File: src/design/spbar_ram.sv
// Generic single-write, single-read memory with a registered read port.
`default_nettype none

module spbar_ram #(
   parameter int DEPTH = 2,
   parameter int WIDTH = 8,
   localparam int AW = (DEPTH > 1) ? $clog2(DEPTH) : 1
) (
   input  wire logic             clock,
   input  wire logic             wr_en,
   input  wire logic [AW-1:0]    wr_addr,
   input  wire logic [WIDTH-1:0] wr_data,
   input  wire logic             rd_en,
   input  wire logic [AW-1:0]    rd_addr,
   output logic      [WIDTH-1:0] rd_data
);

   logic [WIDTH-1:0] mem [DEPTH];
   logic [WIDTH-1:0] rd_data_ff;

   always_ff @(posedge clock) begin
      if (wr_en) begin
         mem[wr_addr] <= wr_data;
      end
      if (rd_en) begin
         rd_data_ff <= mem[rd_addr];
      end
   end

   assign rd_data = rd_data_ff;

endmodule

`default_nettype wire

File: config.mk
export PLATFORM = sky130hd
export DESIGN_NAME = spbar_ram
export DESIGN_NICKNAME = d
export VERILOG_FILES = /design/src/design/spbar_ram.sv
export SDC_FILE = /design/constraint.sdc
export NUM_CORES = 1
export LEC_CHECK = 0
export ABC_AREA = 1
export BUFFER_PORTS_ARGS = -buffer_cell sky130_fd_sc_hd__buf_2
export CAP_MARGIN = 40
export CORE_MARGIN = 3
export CORE_UTILIZATION = 53
export DETAILED_ROUTE_END_ITERATION = 8
export PLACE_DENSITY_LB_ADDON = 0.1
export SYNTH_ARGS = -nofsm -noshare
export SYNTH_HDL_FRONTEND = slang
export SYNTH_SLANG_ARGS = --single-unit
export TNS_END_PERCENT = 100
File: constraint.sdc
create_clock -name clock -period 1.7 [get_ports clock]
set_clock_uncertainty 0.15 [all_clocks]
set_input_delay 0.34 -clock clock [delete_from_list [all_inputs] [get_ports clock]]
set_output_delay 0.34 -clock clock [all_outputs]
set_load 0.02 [all_outputs]
Yosys cells after proc, flatten, opt, wreduce, memory -nomap -nowiden
Memory sizes are Yosys's and may differ from the RTL's. A register that Yosys moved wholly into a read port is not among the register bits.
Index checks and enable logic that the tools add are counted.
Widths: inputs -> output; s select.
- memories: 1
- register bits: 0
- RAM bits: 16
- output and inout bits: 8
- memories (name ; words ; width ; rd ports ; clocked after memory_dff ; wr ports ; RTL line ; source):
    mem ; 2 ; 8 ; 1 ; 1 ; 1 ; 18 ; logic [WIDTH-1:0] mem [DEPTH];
- mux-type cells: 2
- operators with widths (cell ; number):
    $mux 1 ; 2

Depth between registers and ports, before layout
- depth after elaboration: 2
- gate-level depth with buffers: 4
- mapped depth without buffers: 3

Least setup slack after synthesis
OpenSTA, ideal clock, no wires.
- path type: input to register
- from: in wr_en
- to: mem mem[0][0] (enable)
- data required time: 1179 ps
- setup time: 371 ps
- cell stages on the path: 2
- path slack: 450 ps
- arrival time: 729 ps
- cell sequence: inv_1 -> nor2_1
- longest elaborated chain between the ends: 2
- ends and longest elaborated chain (item ; RTL line ; source):
    start: declaration ; 10 ; input wire logic wr_en,
    $mux 1 ; 22 ; if (wr_en) begin
    $mux 1 (implied by the code) ; 23 ; mem[wr_addr] <= wr_data;
    end: declaration ; 18 ;
No other way between the ends.

Worst setup path in the final report
- from: reg rd_data_ff[6] (netlist: rd_data[6]) (read register of mem)
- to: out rd_data[6]
- RTL lines (item ; RTL line ; source):
    start: declaration ; 19 ; logic [WIDTH-1:0] rd_data_ff;
    end: declaration ; 15 ; output logic [WIDTH-1:0] rd_data
No word-level cell between the ends.

==> results.ini <==
[die]
start_util_pct = 60.11
die_area_um2 = 2100
die_w_um = 45.83
io_pins = 21
num_rows = 13
core_um2 = 1399
die_h_um = 45.83

[setup_path]
reg2reg_to = rd_data[2]
critical_path.max_stage_delay_ns = 0.38
cp_max_fo = 1
path_buf_inv = 1
crit_required_ns = 1.21
end_kind = primary output
cp_cell_sequence = buf_2
r2r_cells = 2
start_kind = flop
cp_top_family = flip-flops
rr_startpoint = mem[1][2]
ff2ff_setup_slack_ns = 0.79
cpMaxStageDelayCell = edfxtp_1
critPathKind = reg -> out
critPathArrivalTime_ns = 0.84

[route]
vias_per_cell = 4.968
ant_nets = 0
drcViolationCount = 0
first_iter_violations = 14
wl_um = 1042
firstDrtPassIters = 4
via_count = 462
wl_per_cell_um = 11.20

[min_path]
hold_class = in -> reg
worstHoldStart = wr_data[6]
worst_hold_path.endpoint = mem[0][6]
min_delay_path_depth = 1

[clock_tree]
cts_tree = yes
cts_made_buffers = 3
clk_pin_slew_ns = 0.13
insertion_delay_ns = 0.30
cts_buffer_depth = 2
clockRootBuffer = clkbuf_4
cts_resized = 0
cts_max_level = 1
cts.sinks = 24
cts_setup_buffers = 0
cts_hold_buf = 0

[synthesis]
synth-compound-area-share_pct = 0
synthSimpleGateAreaFrac_pct = 11.61
ys_ff_latch = 24
synth_cell_types = 6
seq_area_frac_synth_pct = 85.71
synth_top_family_by_area = simple AND/OR/NAND/NOR gates
synth.cell_area_um2 = 840.8
synth_fa_ha_area_share_pct = 0
syn_avg_cell_area_um2 = 15.57
synth_xor_area_share_pct = 0
syn_inst = 54
ys_warn_count = 0
syn_nets = 67
muxShareOfSynthArea_pct = 0

[global_route]
track_usage_pct = 11.59
busiest_layer = met2
grtUsageMet2_pct = 20.06
grt_first_pass_wirelength_um = 1731
grt_remaining_overflow = 0
antenna_found_initial = 0
use_met3_pct = 3.557
met1_usage_pct = 13.83
grt_max_degree = 15
grt_pass1_vias = 441

[timing]
period_needed_ns = 1.331
finalMaxSlewViolations = 0
finalSetupTns_ns = 0
hold_violations = 0
setup_viol = 0
slew_headroom_pct = 79.97
rsz0062_at_grt = no
clock.fmax_ghz = 0.7515
worstMarginPinSlew_ns = 0.3002
period_share_pct = 78.27

[cells_and_area]
n_antenna_cell = 0
syn2layout_area_growth_pct = 19.94
fin_nets = 92
drive_above_1_share_pct = 33.33

[run]
maxCapViolations = 0

[placed_design]
place_congestion = 0.6507
io_buffers = 20

[power]
vdd_drop_max_mv = 0.8422
p_per_area_nw_per_um2 = 1170
p_leak_nw = 0.4341
finalPower_mw = 1.180

[status]
status = finished clean

## cells by family (layout without fill, tap and decap cells)
kind of cell,count (synthesis),after routing
buffers and inverters,4,28
AND/OR/NAND/NOR,26,26
flip-flops,24,24
## area by class of cell
cell class,instances,area [um^2]
clock buffers,3,22.52
repair buffers,21,107.6
well taps,15,18.77
clock inverters,1,30.03
multi-input cells,26,97.59
inverters,3,11.26
fillers,94,390.4
flip-flops and latches,24,720.7
## report_power, final
| group | switching (mW) | internal, mW |
|---|---|---|
| sequential | 0.00938 | 0.698 |
| combinational | 0.0530 | 0.0286 |
| clock | 0.153 | 0.238 |
## stage by stage
stage / area, um^2 / hold slack, ns / cells / setup WS (ns) / utilization [%]
floorplan: 840.8 / 0.2889 / 54 / 0.4501 / -
global placement: 955.9 / 0.3430 / 89 / 0.5242 / 68.34
detailed placement: 955.9 / 0.3504 / 89 / 0.4942 / 68.34
CTS: 1008 / 0.06071 / 93 / 0.3549 / 72.09
global route: 1008 / 0.04323 / 93 / 0.3113 / 72.09
finish: 1008 / 0.06831 / 93 / 0.3694 / 72.09
## synthesized netlist by cell type, drive strengths merged
cell type | number | area, um^2
nand2 | 25 | 93.84
nor2 | 1 | 3.750
buf | 1 | 11.26
inv | 3 | 11.26
edfxtp | 24 | 720.7
## registers in the layout, summed over array words and instances (netlist names)
name,cells
mem,16
rd_data,8
## how the worst max path moves through the flow
stage / slack, ns / end / from / cells past startpoint
after global placement: 0.52 / mem[1][4] / wr_addr / 3
after detailed placement: 0.49 / mem[1][4] / wr_addr / 3
final: 0.37 / rd_data[6] / rd_data[6] / 1
after global routing: 0.31 / rd_data[3] / rd_data[3] / 1
after CTS: 0.35 / rd_data[5] / rd_data[5] / 1
after floorplan: 0.45 / mem[0][0] / wr_en / 2
## cells in the final DEF (no fill, tap or decap)
master,count
bufinv_16,1
buf_4,1
nand2_1,25
buf_2,20
edfxtp_1,24
inv_1,2
clkbuf_4,3
inv_2,1
nor2_1,1
## per-layer routing
layer / part of all wire (%) / vias up
li1: - / 233
met4: 0 / 0
met5: 0 / -
met1: 42 / 211
met2: 49 / 18
met3: 8.3 / 0
No activity file was read; power rests on OpenSTA's default activity.
