==> config.mk <==
export PLATFORM = sky130hd
export DESIGN_NAME = spbar_avg
export DESIGN_NICKNAME = d
export VERILOG_FILES = /design/src/design/spbar_pkg.sv /design/src/design/spbar_avg.sv
export SDC_FILE = /design/constraint.sdc
export NUM_CORES = 1
export LEC_CHECK = 0
export BUFFER_PORTS_ARGS = -buffer_cell sky130_fd_sc_hd__buf_2
export CAP_MARGIN = 30
export CELL_PAD_IN_SITES_DETAIL_PLACEMENT = 0
export CELL_PAD_IN_SITES_GLOBAL_PLACEMENT = 2
export CORE_MARGIN = 4
export CORE_UTILIZATION = 40
export CTS_BUF_LIST = sky130_fd_sc_hd__clkbuf_8 sky130_fd_sc_hd__clkbuf_16
export DETAILED_ROUTE_END_ITERATION = 8
export PLACE_DENSITY = 0.84
export SLEW_MARGIN = 20
export SYNTH_ARGS = -nofsm -noshare
export SYNTH_HDL_FRONTEND = slang
export SYNTH_SLANG_ARGS = --single-unit
export TNS_END_PERCENT = 50
==> constraint.sdc <==
create_clock -name clock -period 7.65 [get_ports clock]
set_input_delay 0.3825 -clock clock [delete_from_list [all_inputs] [get_ports clock]]
set_output_delay 0.3825 -clock clock [all_outputs]
set_load 0.05 [all_outputs]
==> src/design/spbar_pkg.sv <==
// Shared constants, types and register codes of the spectrum bar LED mapper.
`default_nettype none

package spbar_pkg;

   // Design sizes.
   localparam int BANDS        = 20;
   localparam int BAR_HEIGHT   = 16;
   localparam int FILTER_DEPTH = 4;
   localparam int LED_COUNT    = 320;
   localparam int SAMPLE_BITS  = 16;

   // Port field widths.
   localparam int MAG_W        = 16;
   localparam int BAND_FIELD_W = 5;
   localparam int LEVEL_W      = 4;
   localparam int LED_W        = 9;
   localparam int CH_W         = 8;
   localparam int COLOR_W      = 24;
   localparam int POS_W        = 5;
   localparam int CSR_IDX_W    = 3;
   localparam int CSR_DATA_W   = 24;

   // Derived internal widths.
   localparam int BAND_W  = (BANDS > 1) ? $clog2(BANDS) : 1;
   localparam int SLOT_W  = (FILTER_DEPTH > 1) ? $clog2(FILTER_DEPTH) : 1;
   localparam int FILL_W  = $clog2(FILTER_DEPTH + 1);
   localparam int KW      = $clog2(BAR_HEIGHT);
   localparam int HDEPTH  = BANDS * FILTER_DEPTH;
   localparam int HADDR_W = (HDEPTH > 1) ? $clog2(HDEPTH) : 1;
   localparam int TDEPTH  = BANDS * BAR_HEIGHT;
   localparam int TADDR_W = (TDEPTH > 1) ? $clog2(TDEPTH) : 1;

   // Mean over the ring plus the new sample: divide by a constant through a
   // reciprocal multiply and one correction step.
   localparam int DIVISOR = FILTER_DEPTH + 1;
   localparam int SUM_W   = MAG_W + $clog2(DIVISOR);
   localparam int PROD_W  = 2 * SUM_W;
   localparam logic [SUM_W-1:0] REC_MUL = SUM_W'((1 << SUM_W) / DIVISOR);

   localparam logic [MAG_W-1:0] SAMPLE_MASK =
      (SAMPLE_BITS >= MAG_W) ? {MAG_W{1'b1}} : MAG_W'((1 << SAMPLE_BITS) - 1);

   // Register reset values.
   localparam logic [POS_W-1:0]   AMBER_START_RESET  = POS_W'(10);
   localparam logic [POS_W-1:0]   RED_START_RESET    = POS_W'(13);
   localparam logic [COLOR_W-1:0] COLOR_NORMAL_RESET = 24'h002000;
   localparam logic [COLOR_W-1:0] COLOR_AMBER_RESET  =
      COLOR_W'(((8'hff % 50) << 16) | ((8'hbf % 50) << 8));
   localparam logic [COLOR_W-1:0] COLOR_RED_RESET    = 24'h200000;
   localparam logic [COLOR_W-1:0] COLOR_DARK_RESET   = 24'h000000;

   // Input commands.
   localparam logic CMD_SAMPLE = 1'b0;
   localparam logic CMD_TABLE  = 1'b1;

   typedef enum logic [CSR_IDX_W-1:0] {
      CSR_AMBER_START,
      CSR_RED_START,
      CSR_COLOR_NORMAL,
      CSR_COLOR_AMBER,
      CSR_COLOR_RED,
      CSR_COLOR_DARK
   } csr_index_type;

   typedef struct packed {
      logic [SUM_W-1:0] sum;
      logic [MAG_W-1:0] sample;
   } avg_req_type;

endpackage

`default_nettype wire

==> src/design/spbar_avg.sv <==
// Three-stage smoothing unit: divides the sum by FILTER_DEPTH + 1 and floors at the sample.
`default_nettype none

module spbar_avg import spbar_pkg::*; (
   input  wire logic             clock,
   input  wire logic             reset,
   input  wire logic             start,
   input  wire avg_req_type      req,
   output logic                  done,
   output logic      [MAG_W-1:0] avg
);

   logic              v1_ff, v2_ff, done_ff;
   logic [PROD_W-1:0] prod_ff, prod_in;
   logic [SUM_W-1:0]  sum1_ff, sum2_ff;
   logic [MAG_W-1:0]  samp1_ff, samp2_ff;
   logic [SUM_W-1:0]  q0_ff, q0_in;
   logic [SUM_W-1:0]  rem;
   logic [SUM_W-1:0]  q_fix;
   logic [MAG_W-1:0]  q_mag;
   logic [MAG_W-1:0]  avg_ff, avg_in;

   always_comb begin
      prod_in = PROD_W'(req.sum) * PROD_W'(REC_MUL);
      q0_in   = prod_ff[PROD_W-1:SUM_W];
      // The truncated reciprocal can leave the quotient one short.
      rem     = sum2_ff - SUM_W'(q0_ff * SUM_W'(DIVISOR));
      q_fix   = (rem >= SUM_W'(DIVISOR)) ? q0_ff + SUM_W'(1) : q0_ff;
      q_mag   = q_fix[MAG_W-1:0];
      avg_in  = (q_mag < samp2_ff) ? samp2_ff : q_mag;
   end

   always_ff @(posedge clock) begin
      if (reset) begin
         v1_ff   <= 1'b0;
         v2_ff   <= 1'b0;
         done_ff <= 1'b0;
      end else begin
         v1_ff   <= start;
         v2_ff   <= v1_ff;
         done_ff <= v2_ff;
      end
      prod_ff  <= prod_in;
      sum1_ff  <= req.sum;
      samp1_ff <= req.sample;
      q0_ff    <= q0_in;
      sum2_ff  <= sum1_ff;
      samp2_ff <= samp1_ff;
      avg_ff   <= avg_in;
   end

   assign done = done_ff;
   assign avg  = avg_ff;

endmodule

`default_nettype wire

# Word level (Yosys, flattened, before mapping)
# Index checks and enable logic that the tools add are counted.
[op_classes]
muxes = 2
magnitude_cmp = 2
addsub = 2
mul = 2
[ops]
columns = ["operator", "count"]
rows = [
  ["multiplier 19 x 17 -> 36 bit (second input constant)", 1],
  ["two-way mux 16 bit", 2],
  [">= comparator 19 x 3 -> 1 bit (second input constant)", 1],
  ["multiplier 17 x 3 -> 19 bit (second input constant)", 1],
  ["subtractor 19 bit", 1],
  ["adder 16 x 1 -> 16 bit (second input constant)", 1],
  ["< comparator 16 bit", 1],
]
[totals]
inputBits = 38
ff_bits = 142
word_cells = 18

# Longest topological paths before layout
# Gate-level depths: netlist of the first run.
[logic_depth]
depth_word = 6
depth_mapped = 31
mapped_depth_nobuf = 25

# Least setup slack after synthesis of the first run
# OpenSTA, ideal clock, no wires.
[synth_timing]
path_type = "register to register"
from = "reg q0_ff[2]"
to = "reg avg_ff[10] (netlist: avg[10])"
period_less_slack_ns = 6.054
path_stages_with_launch = 29
setup_slack_ns = 1.596
t_arrival_ns = 5.931
setup_ns = 0.123
path_cell_list = "dfxtp_1 -> ha_1 -> fa_1 -> inv_1 -> ha_1 -> a21oi_1 -> a21boi_2 -> o21ai_1 -> or3_1 -> a211o_1 -> nor4b_2 -> and4_4 -> buf_6 -> and4_4 -> buf_6 -> buf_8 -> o21ai_0 -> nand2_1 -> ha_1 -> a21o_1 -> a21o_1 -> a21oi_1 -> o211ai_1 -> or3b_2 -> a21oi_1 -> nand4_1 -> and3_1 -> buf_2 -> mux2_1"
[synth_via]
elab_chain_len = 6
word_cells_on_any_way = 7
[synth_lines]
columns = ["item", "line_no", "text"]
rows = [
  ["start, declared", "spbar_avg.sv:17", "logic [SUM_W-1:0] q0_ff, q0_in;"],
  ["start signal, assigned", "spbar_avg.sv:46", "q0_ff <= q0_in;"],
  ["multiplier 17 x 3 -> 19 bit", "spbar_avg.sv:27", "rem = sum2_ff - SUM_W'(q0_ff * SUM_W'(DIVISOR));"],
  ["subtractor 19 bit", "spbar_avg.sv:27", ""],
  [">= comparator 19 x 3 -> 1 bit", "spbar_avg.sv:28", "q_fix = (rem >= SUM_W'(DIVISOR)) ? q0_ff + SUM_W'(1) : q0_ff;"],
  ["two-way mux 16 bit (*)", "spbar_avg.sv:28", ""],
  ["< comparator 16 bit", "spbar_avg.sv:30", "avg_in = (q_mag < samp2_ff) ? samp2_ff : q_mag;"],
  ["two-way mux 16 bit (*)", "spbar_avg.sv:30", ""],
  ["net avg_in[10]", "spbar_avg.sv:21", "logic [MAG_W-1:0] avg_ff, avg_in;"],
  ["end signal, assigned", "spbar_avg.sv:49", "avg_ff <= avg_in;"],
  ["end, declared", "spbar_avg.sv:21", ""],
]
# Mark *: on every way through the listed nets, which the timed path passes. The rest lies on a longest branch.
# A chain may end at the register's enable or synchronous reset.

# Worst setup path in the final report of the first run
[layout_timing]
from = "reg q0_ff[0]"
to = "reg avg_ff[11] (netlist: avg[11])"
# Same word-level chain as after synthesis.

==> flow_metrics.tcl, run 1 <==
set metrics [dict create \
    status "finished clean" \
    skew_ps 11.2 \
    avgSynthCellArea_um2 10.2 \
    yosysWarnings 0 \
    cts_buffers 17 \
    gp_congestion 0.845 \
    dr.first_iter.drc_count 301 \
    async_flop_share_pct 0 \
    core_area_mm2 0.0253 \
    drt-wirelength-per-cell_um 15.9 \
    post-dp-hpwl_mm 19.4 \
    num-fill-cells 2435 \
    syn-num-nets 1355 \
    syn_to_final_growth_pct 11.5 \
    synth_edf_count 0 \
    synth_cell_types 63 \
    period_needed_ps 6970 \
    die_h_um 169 \
    synth_ff_type "dfxtp_1" \
    grt_usage_pct 16.9 \
    antenna_found_initial 0 \
    startpoint_type "flop" \
    grt_pass1_vias 7340 \
    max_clock_freq_mhz 143 \
    die_area_mm2 0.0284 \
    start_util_pct 40.9 \
    critical-path-top-delay-family "simple AND/OR/NAND/NOR gates" \
    dieWidth_um 169 \
    syn_inst 1010 \
    cts_resized 0 \
    crit_type "flop to flop" \
    routed_wl_mm 22.5 \
    routed-via-count 6902 \
    clk_latency_ps 420 \
    cts_root_buffer "clkbuf_16" \
    worst_slew_pin_slew_ps 692 \
    grt_pass1_wl_mm 37.7 \
    setup_viol 0 \
    io_pins 55 \
    slowest_delay_ps 610 \
    finalNetCount 1418 \
    cp.buffers_inverters 2 \
    drc 0 \
    timing.final.crit_share_pct 91.1 \
    row_count 58 \
    numClockSinks 123 \
    crit_path_frequent_cell "ha_1" \
    io_buffers 54 \
    crit_path_end_kind "flop" \
    ant_nets 0 \
    htree_levels 4 \
    hold_path.class "input pin to flop" \
    grt_max_degree 23 \
    synth_area_mm2 0.0103 \
    synth_seq_cells 123 \
    cts_buffer_depth 2 \
    grt_overflow 0 \
    path_max_fanout 22 \
    drive_gt1_share_pct 9.67 \
    fin_setup_tns_ps 0 \
    drv_slew 0 \
    final_common_cell "inv_1" \
    slew_headroom_pct 53.8 \
    finalHoldViolCount 0 \
    cts_hold_buffers 0 \
    vias_per_cell 4.87 \
    layout_common_cells "inv_1, ha_1, dfxtp_1, fa_1, buf_2" \
    cp.arrival_ps 7270 \
    maxCapViolCount 0 \
    path_clk_slew_ps 60 \
    postCtsSetupBuffers 0 \
    diodes 0 \
    worst_path_max_delay_cell "dfxtp_1" \
    crit_required_ps 7950 \
    tritoncts "built" \
    rsz0062_at_grt "no" \
    first_pass_iters 5 \
    ys_seq_area_share_pct 23.9 \
]
[cell usage after synthesis, types with 10 or more instances]
| cell type | instances | area, µm² |
|---|---|---|
| nand3_1 | 18 | 90.1 |
| a31oi_1 | 26 | 163 |
| nand4_1 | 10 | 62.6 |
| ha_1 | 190 | 2380 |
| inv_1 | 245 | 920 |
| xnor2_1 | 20 | 175 |
| o21ai_0 | 23 | 115 |
| fa_1 | 117 | 2340 |
| a21o_1 | 10 | 75.1 |
| nor2_1 | 20 | 75.1 |
| xor2_1 | 16 | 140 |
| dfxtp_1 | 123 | 2460 |
| nand2_1 | 35 | 131 |
| a21oi_1 | 29 | 145 |
[sequential cells by signal (all words and copies together) (netlist names)]
name,count
samp2_ff,16
v1_ff,1
prod_ff,17
v2_ff,1
sum1_ff,19
done,1
avg,16
q0_ff,17
sum2_ff,19
samp1_ff,16
[cell type report]
class / count / area, µm² / share of cell area [%]
Clock buffer: 19 / 453 / 3.93
Sequential cell: 123 / 2460 / 21.4
Timing Repair Buffer: 56 / 285 / 2.48
Tap cell: 330 / 413 / 3.59
Inverter: 245 / 920 / 7.99
Multi-Input combinational cell: 630 / 6850 / 59.5
Clock inverter: 13 / 129 / 1.12
[metal layers]
layer  vias to the layer above  routed length (µm)  global-route usage, %
li1                       3442                   -                      -
met1                      3333               10700                   23.3
met2                       104               10700                   28.1
met3                        23                 676                   2.41
met4                         0                 363                   4.62
met5                         -                   0                      0
[logic make-up after synthesis]
family,synth area share (%)
flip-flops,23.9
AO/OA/AOI/OAI,9.04
multiplexers,1.02
adder cells (fa/ha/maj),45.7
buffers and inverters,9.77
XOR/XNOR,3.21
AND/OR/NAND/NOR,7.36
[path summary, 6_finish.rpt]
path | endpoint | cells after the start | slack (ps) | start
worst max-delay path | avg[11]$_DFF_P_ | 25 | 680 | q0_ff[0]$_DFF_P_
worst min-delay path | samp1_ff[5]$_DFF_P_ | 1 | 60 | req[5]
worst max register to register | avg[11]$_DFF_P_ | 25 | 680 | q0_ff[0]$_DFF_P_
worst min register to register | sum2_ff[5]$_DFF_P_ | 0 | 320 | sum1_ff[5]$_DFF_P_
[per-stage QoR]
stage	hold slack, ps	setup slack, ps	util (%)	cells	area [µm²]
2_1_floorplan	310	1600	-	1010	10300
3_3_place_gp	311	776	43.3	1384	10900
3_5_place_dp	312	612	43.3	1384	10900
4_1_cts	38.5	577	45.6	1416	11500
5_1_grt	36.8	58.9	45.6	1416	11500
6_report	57.3	679	45.6	1416	11500
Power of run 1 is left out: the tool's default activity adds up to more than one toggle a clock period on the data nets, which glitch-free logic cannot reach.
==> run 2: changes to the inputs <==
Settings changed: ABC_AREA set to 1, CAP_MARGIN 30 to 20, CORE_UTILIZATION 40 to 39, PLACE_DENSITY 0.84 to 0.86.
==> run 2 against run 1 <==
Against the previous run: design area grew 6.8%; via count grew 15%; global-route usage grew 0.84 points; sequential cell count is the same; first-iteration DRC count shrank 1.3%; sequential share of layout area shrank 1.4 points; area after synthesis grew 6.2%; utilization shrank 1.3 points; non-clock buffer count shrank 1; critical path type unchanged; largest cell class unchanged.
==> flow_metrics.tcl, run 2 <==
set metrics [dict create \
    status "finished clean" \
    drt-wirelength-per-cell_um 14.9 \
    crit_required_ps 7960 \
    placedInstanceArea_mm2 0.0117 \
    wl_met1_mm 12.5 \
    syn_to_final_growth_pct 12.1 \
    synth_xor_area_share_pct 3.20 \
    cts_buffers 17 \
    critical-path-top-delay-family "simple AND/OR/NAND/NOR gates" \
    routed_wl_mm 25.7 \
    finalHoldViolCount 0 \
    routed-wl-met3_um 687 \
    grt_max_degree 18 \
    routed-via-count 7937 \
    fin_area_mm2 0.0123 \
    yosysMostFrequentCell "inv_1" \
    min_from "req[0]" \
    postCtsSetupBuffers 0 \
    fin_setup_tns_ps 0 \
    die_h_um 176 \
    dr.max_layer_used "met4" \
    htree_levels 4 \
    worst_path_max_delay_cell "fa_1" \
    synth_top_area_share_pct 22.5 \
    grt_pass1_vias 8597 \
    synthMuxAreaShare_pct 0 \
    min_path_cells 1 \
    setup_viol 0 \
    drv_slew 0 \
    cp.buffers_inverters 3 \
    grt_pass1_wl_mm 43.5 \
    synth_edf_count 0 \
    synth_seq_cells 123 \
    num-fill-cells 2849 \
    io_buffers 54 \
    synth_cell_types 40 \
    synth_compound_area_share_pct 5.07 \
    avgSynthCellArea_um2 8.69 \
    slowest_delay_ps 500 \
    io_pins 55 \
    numClockSinks 123 \
    rsz0062_at_grt "no" \
    cts_buffer_depth 2 \
    ys_seq_area_share_pct 22.5 \
    start_util_pct 39.5 \
    worst_slack_ps 2180 \
    startpoint_type "flop" \
    synthTopCellsByCount "inv_1, nand2_1, ha_1" \
    row_count 61 \
    finalNetCount 1677 \
    yosysWarnings 0 \
    synth-simple-area-share_pct 14.9 \
    gp_congestion 1.00 \
    diodes 0 \
    drive_gt1_share_pct 9.74 \
    netlist_top_cells_area "dfxtp_1, ha_1, fa_1" \
    antenna_found_initial 0 \
    slew_headroom_pct 63.4 \
    timing.final.crit_share_pct 71.5 \
    dieWidth_um 176 \
    hold_path.class "input pin to flop" \
    cts_hold_buffers 0 \
    core_area_mm2 0.0278 \
    r2r-start "q0_ff[4]$_DFF_P_" \
    yosysTopAreaCell "dfxtp_1" \
    synth_top_family_by_area "adder cells" \
    drc 0 \
    skew_ps 26.0 \
    final_common_cell "inv_1" \
    vias_per_cell 4.61 \
    worst_slew_pin_slew_ps 548 \
    regArea_mm2 0.00246 \
    cts_resized 0 \
    maxCapViolCount 0 \
    synth-adder-area-share_pct 43.0 \
    grt_overflow 0 \
    crit_path_frequent_cell "nand2_1" \
    path_max_fanout 16 \
    pre_cts_slack_ps 2000 \
    worstRegToRegCells 26 \
    r2r_setup_slack_ps 2180 \
    cts_root_buffer "clkbuf_16" \
    met2_length_mm 11.9 \
    reg_top3 "sum1_ff (19), sum2_ff (19)" \
    multi_input_area_mm2 0.00728 \
    dr.first_iter.drc_count 297 \
    post-dp-hpwl_mm 22.7 \
    syn_inst 1261 \
    tritoncts "built" \
    max_clock_freq_mhz 183 \
    cp.arrival_ps 5780 \
    async_flop_share_pct 0 \
    r2r-end "avg[9]$_DFF_P_" \
    die_area_mm2 0.0309 \
    syn-num-nets 1606 \
    synth_ff_type "dfxtp_1" \
    clk_latency_ps 420 \
    ant_nets 0 \
    crit_path_end_kind "flop" \
    period_needed_ps 5470 \
    layout_common_cells "inv_1, nand2_1, ha_1, dfxtp_1, fa_1" \
    path_clk_slew_ps 70 \
    first_pass_iters 4 \
    crit_type "flop to flop" \
    whs_endpoint "samp1_ff[0]$_DFF_P_" \
    synth_area_mm2 0.0110 \
    grt_usage_pct 17.8 \
]
run 2: per-layer routing:
layer	GRT usage (%)	up-vias
li1	-	4045
met1	24.3	3762
met2	29.5	102
met3	2.43	28
met4	5.30	0
met5	0	-
run 2: layout make-up:
class | count | area share (%)
clock buffer | 17 | 3.46
inverter | 324 | 9.89
multi-input combinational | 811 | 59.2
clock inverter | 15 | 1.31
timing repair buffer | 55 | 2.26
tap | 378 | 3.85
sequential | 123 | 20.0
run 2: worst max path at each step:
stage	startpoint	to	slack, ps	depth (start not counted)
4_1_cts	q0_ff[8]$_DFF_P_	avg[9]$_DFF_P_	2140	27
3_3_place_gp	req[19]	prod_ff[35]$_DFF_P_	2050	20
5_1_grt	q0_ff[8]$_DFF_P_	avg[12]$_DFF_P_	1640	28
6_report	q0_ff[4]$_DFF_P_	avg[9]$_DFF_P_	2180	26
2_1_floorplan	req[18]	prod_ff[35]$_DFF_P_	2630	21
3_5_place_dp	req[19]	prod_ff[35]$_DFF_P_	2000	22
run 2: logic make-up after synthesis:
logic type / count (synthesis)
AO/OA/AOI/OAI: 95
XOR/XNOR: 40
adder cells (fa/ha/maj): 307
buffers and inverters: 327
flip-flops: 123
AND/OR/NAND/NOR: 369
run 2: through the flow:
| step | utilization, % | instances | hold WS [ps] |
|---|---|---|---|
| 6_report | 44.2 | 1723 | 57.4 |
| 5_1_grt | 44.2 | 1723 | 40.3 |
| 4_1_cts | 44.2 | 1723 | 45.0 |
| 3_5_place_dp | 42.1 | 1691 | 312 |
| 3_3_place_gp | 42.1 | 1691 | 310 |
| 2_1_floorplan | - | 1261 | 310 |
run 2: worst reg2reg max path, stage by stage (launching register included):
cell and delay [ps]:
dfxtp_1 470, ha_1 310, fa_1 500, inv_1 40, ha_1 370, nand2_1 100, nand2_1 130, nor2_1 230
nand2_2 110, nand2_1 70, nand3_1 70, nor2_1 210, a21oi_2 120, nand3_4 130, nand4_1 200, or2_2 360
nor2_1 120, xor2_1 160, inv_1 70, ha_1 340, nand4_1 140, a31oi_1 90, a2111oi_4 460, buf_4 290
nand2_4 150, nand2_1 100, nand2_1 50
Power of run 2 is left out for the same reason.
==> run 3: changes to the inputs <==
Settings changed: ABC_AREA 1 to 0, CORE_UTILIZATION 39 to 40, PLACE_DENSITY 0.86 to 0.84.
Clock period 7.65 ns to 5.7 ns, I/O delays scaled along.
==> run 3 against run 2 <==
Against the previous run: the flow now finishes with violations (setup timing); utilization up 8.9 points; hold slack got worse by 10 ps; count of clock-buffer cells in the layout unchanged; fmax fell by 7.1%; worst setup slack got worse by 2400 ps.
==> flow_metrics.tcl, run 3 (same netlist as run 1, synthesis figures left out) <==
set metrics [dict create \
    status "finished, violations left" \
    violations "setup timing" \
    finalNetCount 1589 \
    cts_root_buffer "clkbuf_16" \
    dr.max_layer_used "met4" \
    routed_wl_mm 23.7 \
    routed-wl-met3_um 496 \
    worstRegToRegCells 27 \
    diodes 0 \
    syn_to_final_growth_pct 30.0 \
    crit_type "flop to flop" \
    grt_max_degree 17 \
    cp.buffers_inverters 3 \
    start_util_pct 40.9 \
    dr.first_iter.drc_count 218 \
    routed-via-count 7441 \
    period_needed_ps 5890 \
    maxCapViolCount 0 \
    tritoncts "built" \
    min_path_cells 2 \
    met2_length_mm 11.8 \
    slew_headroom_pct 70.2 \
    multi_input_area_mm2 0.00737 \
    max_clock_freq_mhz 170 \
    grt_pass1_wl_mm 40.3 \
    dieWidth_um 169 \
    post-route-util_pct 53.1 \
    regArea_mm2 0.00247 \
    post-dp-hpwl_mm 20.1 \
    layout_common_cells "inv_1, ha_1, buf_4, fa_1, dfxtp_1" \
    clk_latency_ps 420 \
    die_h_um 169 \
    rsz0062_at_grt "yes" \
    final_common_cell "inv_1" \
    num-fill-cells 2314 \
    gp_congestion 0.864 \
    grt_usage_pct 17.7 \
    cp.arrival_ps 6190 \
    first_pass_iters 4 \
    cts_buffers 17 \
    die_area_mm2 0.0284 \
    numClockSinks 123 \
    worst_path_max_delay_cell "fa_1" \
    reg_top3 "sum1_ff (19), sum2_ff (19)" \
    wl_met1_mm 11.2 \
    worst_slew_pin_slew_ps 445 \
    hold_path.class "input pin to flop" \
    ant_nets 0 \
    row_count 58 \
    crit_path_end_kind "flop" \
    path_clk_slew_ps 60 \
    io_pins 55 \
    io_buffers 54 \
    grt_overflow 0 \
    core_area_mm2 0.0253 \
    critical-path-top-delay-family "simple AND/OR/NAND/NOR gates" \
    crit_required_ps 6000 \
    cts_buffer_depth 2 \
    startpoint_type "flop" \
    setup_viol 14 \
    slowest_delay_ps 500 \
    timing.final.crit_share_pct 103 \
    drt-wirelength-per-cell_um 15.0 \
    worst_slack_ps -189 \
    path_max_fanout 8 \
    drc 0 \
    vias_per_cell 4.69 \
    grt_pass1_vias 8176 \
    path_depth 27 \
    antenna_found_initial 0 \
    htree_levels 4 \
    finalHoldViolCount 0 \
    crit_path_frequent_cell "ha_4" \
    skew_ps 15.1 \
    drive_gt1_share_pct 26.2 \
    drv_slew 0 \
]
-- run 3: changes by cell type in the layout (fill, tap and decap cells not counted), sizes merged, moves of 9 or more --
cell / delta
nand2: -183
nor2: -45
dlygate4sd3: +16
buf: +155
xor2: -9
nor3: -9
a21oi: -28
a31oi: +26
a21o: +10
mux2: +9
inv: -83
or3: +9
nand3: -39
-- run 3: repair_timing --
item,4_1_cts,5_1_grt
cloned,1,0
hold buffers,16,0
endpoints found under the setup margin,16,17
gates resized for setup,47,39
pin swaps,38,24
setup buffers,15,6
hold endpoints to repair,16,0
-- run 3: worst reg2reg max path, delay by kind of cell (launching register included) --
kind                     cells  cell delay (ps)
adder cells (fa/ha/maj)      4             1200
buffers and inverters        3              320
AND/OR/NAND/NOR             11             2310
flip-flops                   1              360
AO/OA/AOI/OAI                8             1280
multiplexers                 1              290
-- run 3: through the flow --
stage          area (µm²)  setup TNS (ps)  cells  setup WS (ps)  hold slack [ps]
6_report            13400           -1780   1587           -189             47.5
5_1_grt             13400           -4380   1587           -353             38.9
4_1_cts             13200            -283   1584          -55.6             32.0
3_5_place_dp        12100           -3350   1521           -320              312
3_3_place_gp        12100           -2620   1521           -253              311
2_1_floorplan       10400               0   1010           4.23              309
-- run 3: cell type report --
class	count	area share [%]
clock buffers	17	3.17
clock inverters	15	1.32
inverters	245	6.86
multi-input cells	631	54.9
flip-flops and latches	123	18.5
well taps	330	3.08
repair buffers	226	12.2
-- run 3: path summary, 6_finish.rpt --
check	slack, ps	start	endpoint
setup / recovery	-190	q0_ff[4]$_DFF_P_	avg[2]$_DFF_P_
hold / removal	50	reset	done$_SDFF_PP0_
setup reg to reg	-190	q0_ff[4]$_DFF_P_	avg[2]$_DFF_P_
hold reg to reg	320	prod_ff[21]$_DFF_P_	q0_ff[2]$_DFF_P_
-- run 3: per-layer routing --
| metal | global-route usage [%] | vias up |
|---|---|---|
| met5 | 0 | - |
| met4 | 3.32 | 0 |
| met3 | 2.43 | 14 |
| met2 | 30.4 | 89 |
| met1 | 24.0 | 3546 |
| li1 | - | 3792 |
Power of run 3 is left out for the same reason.
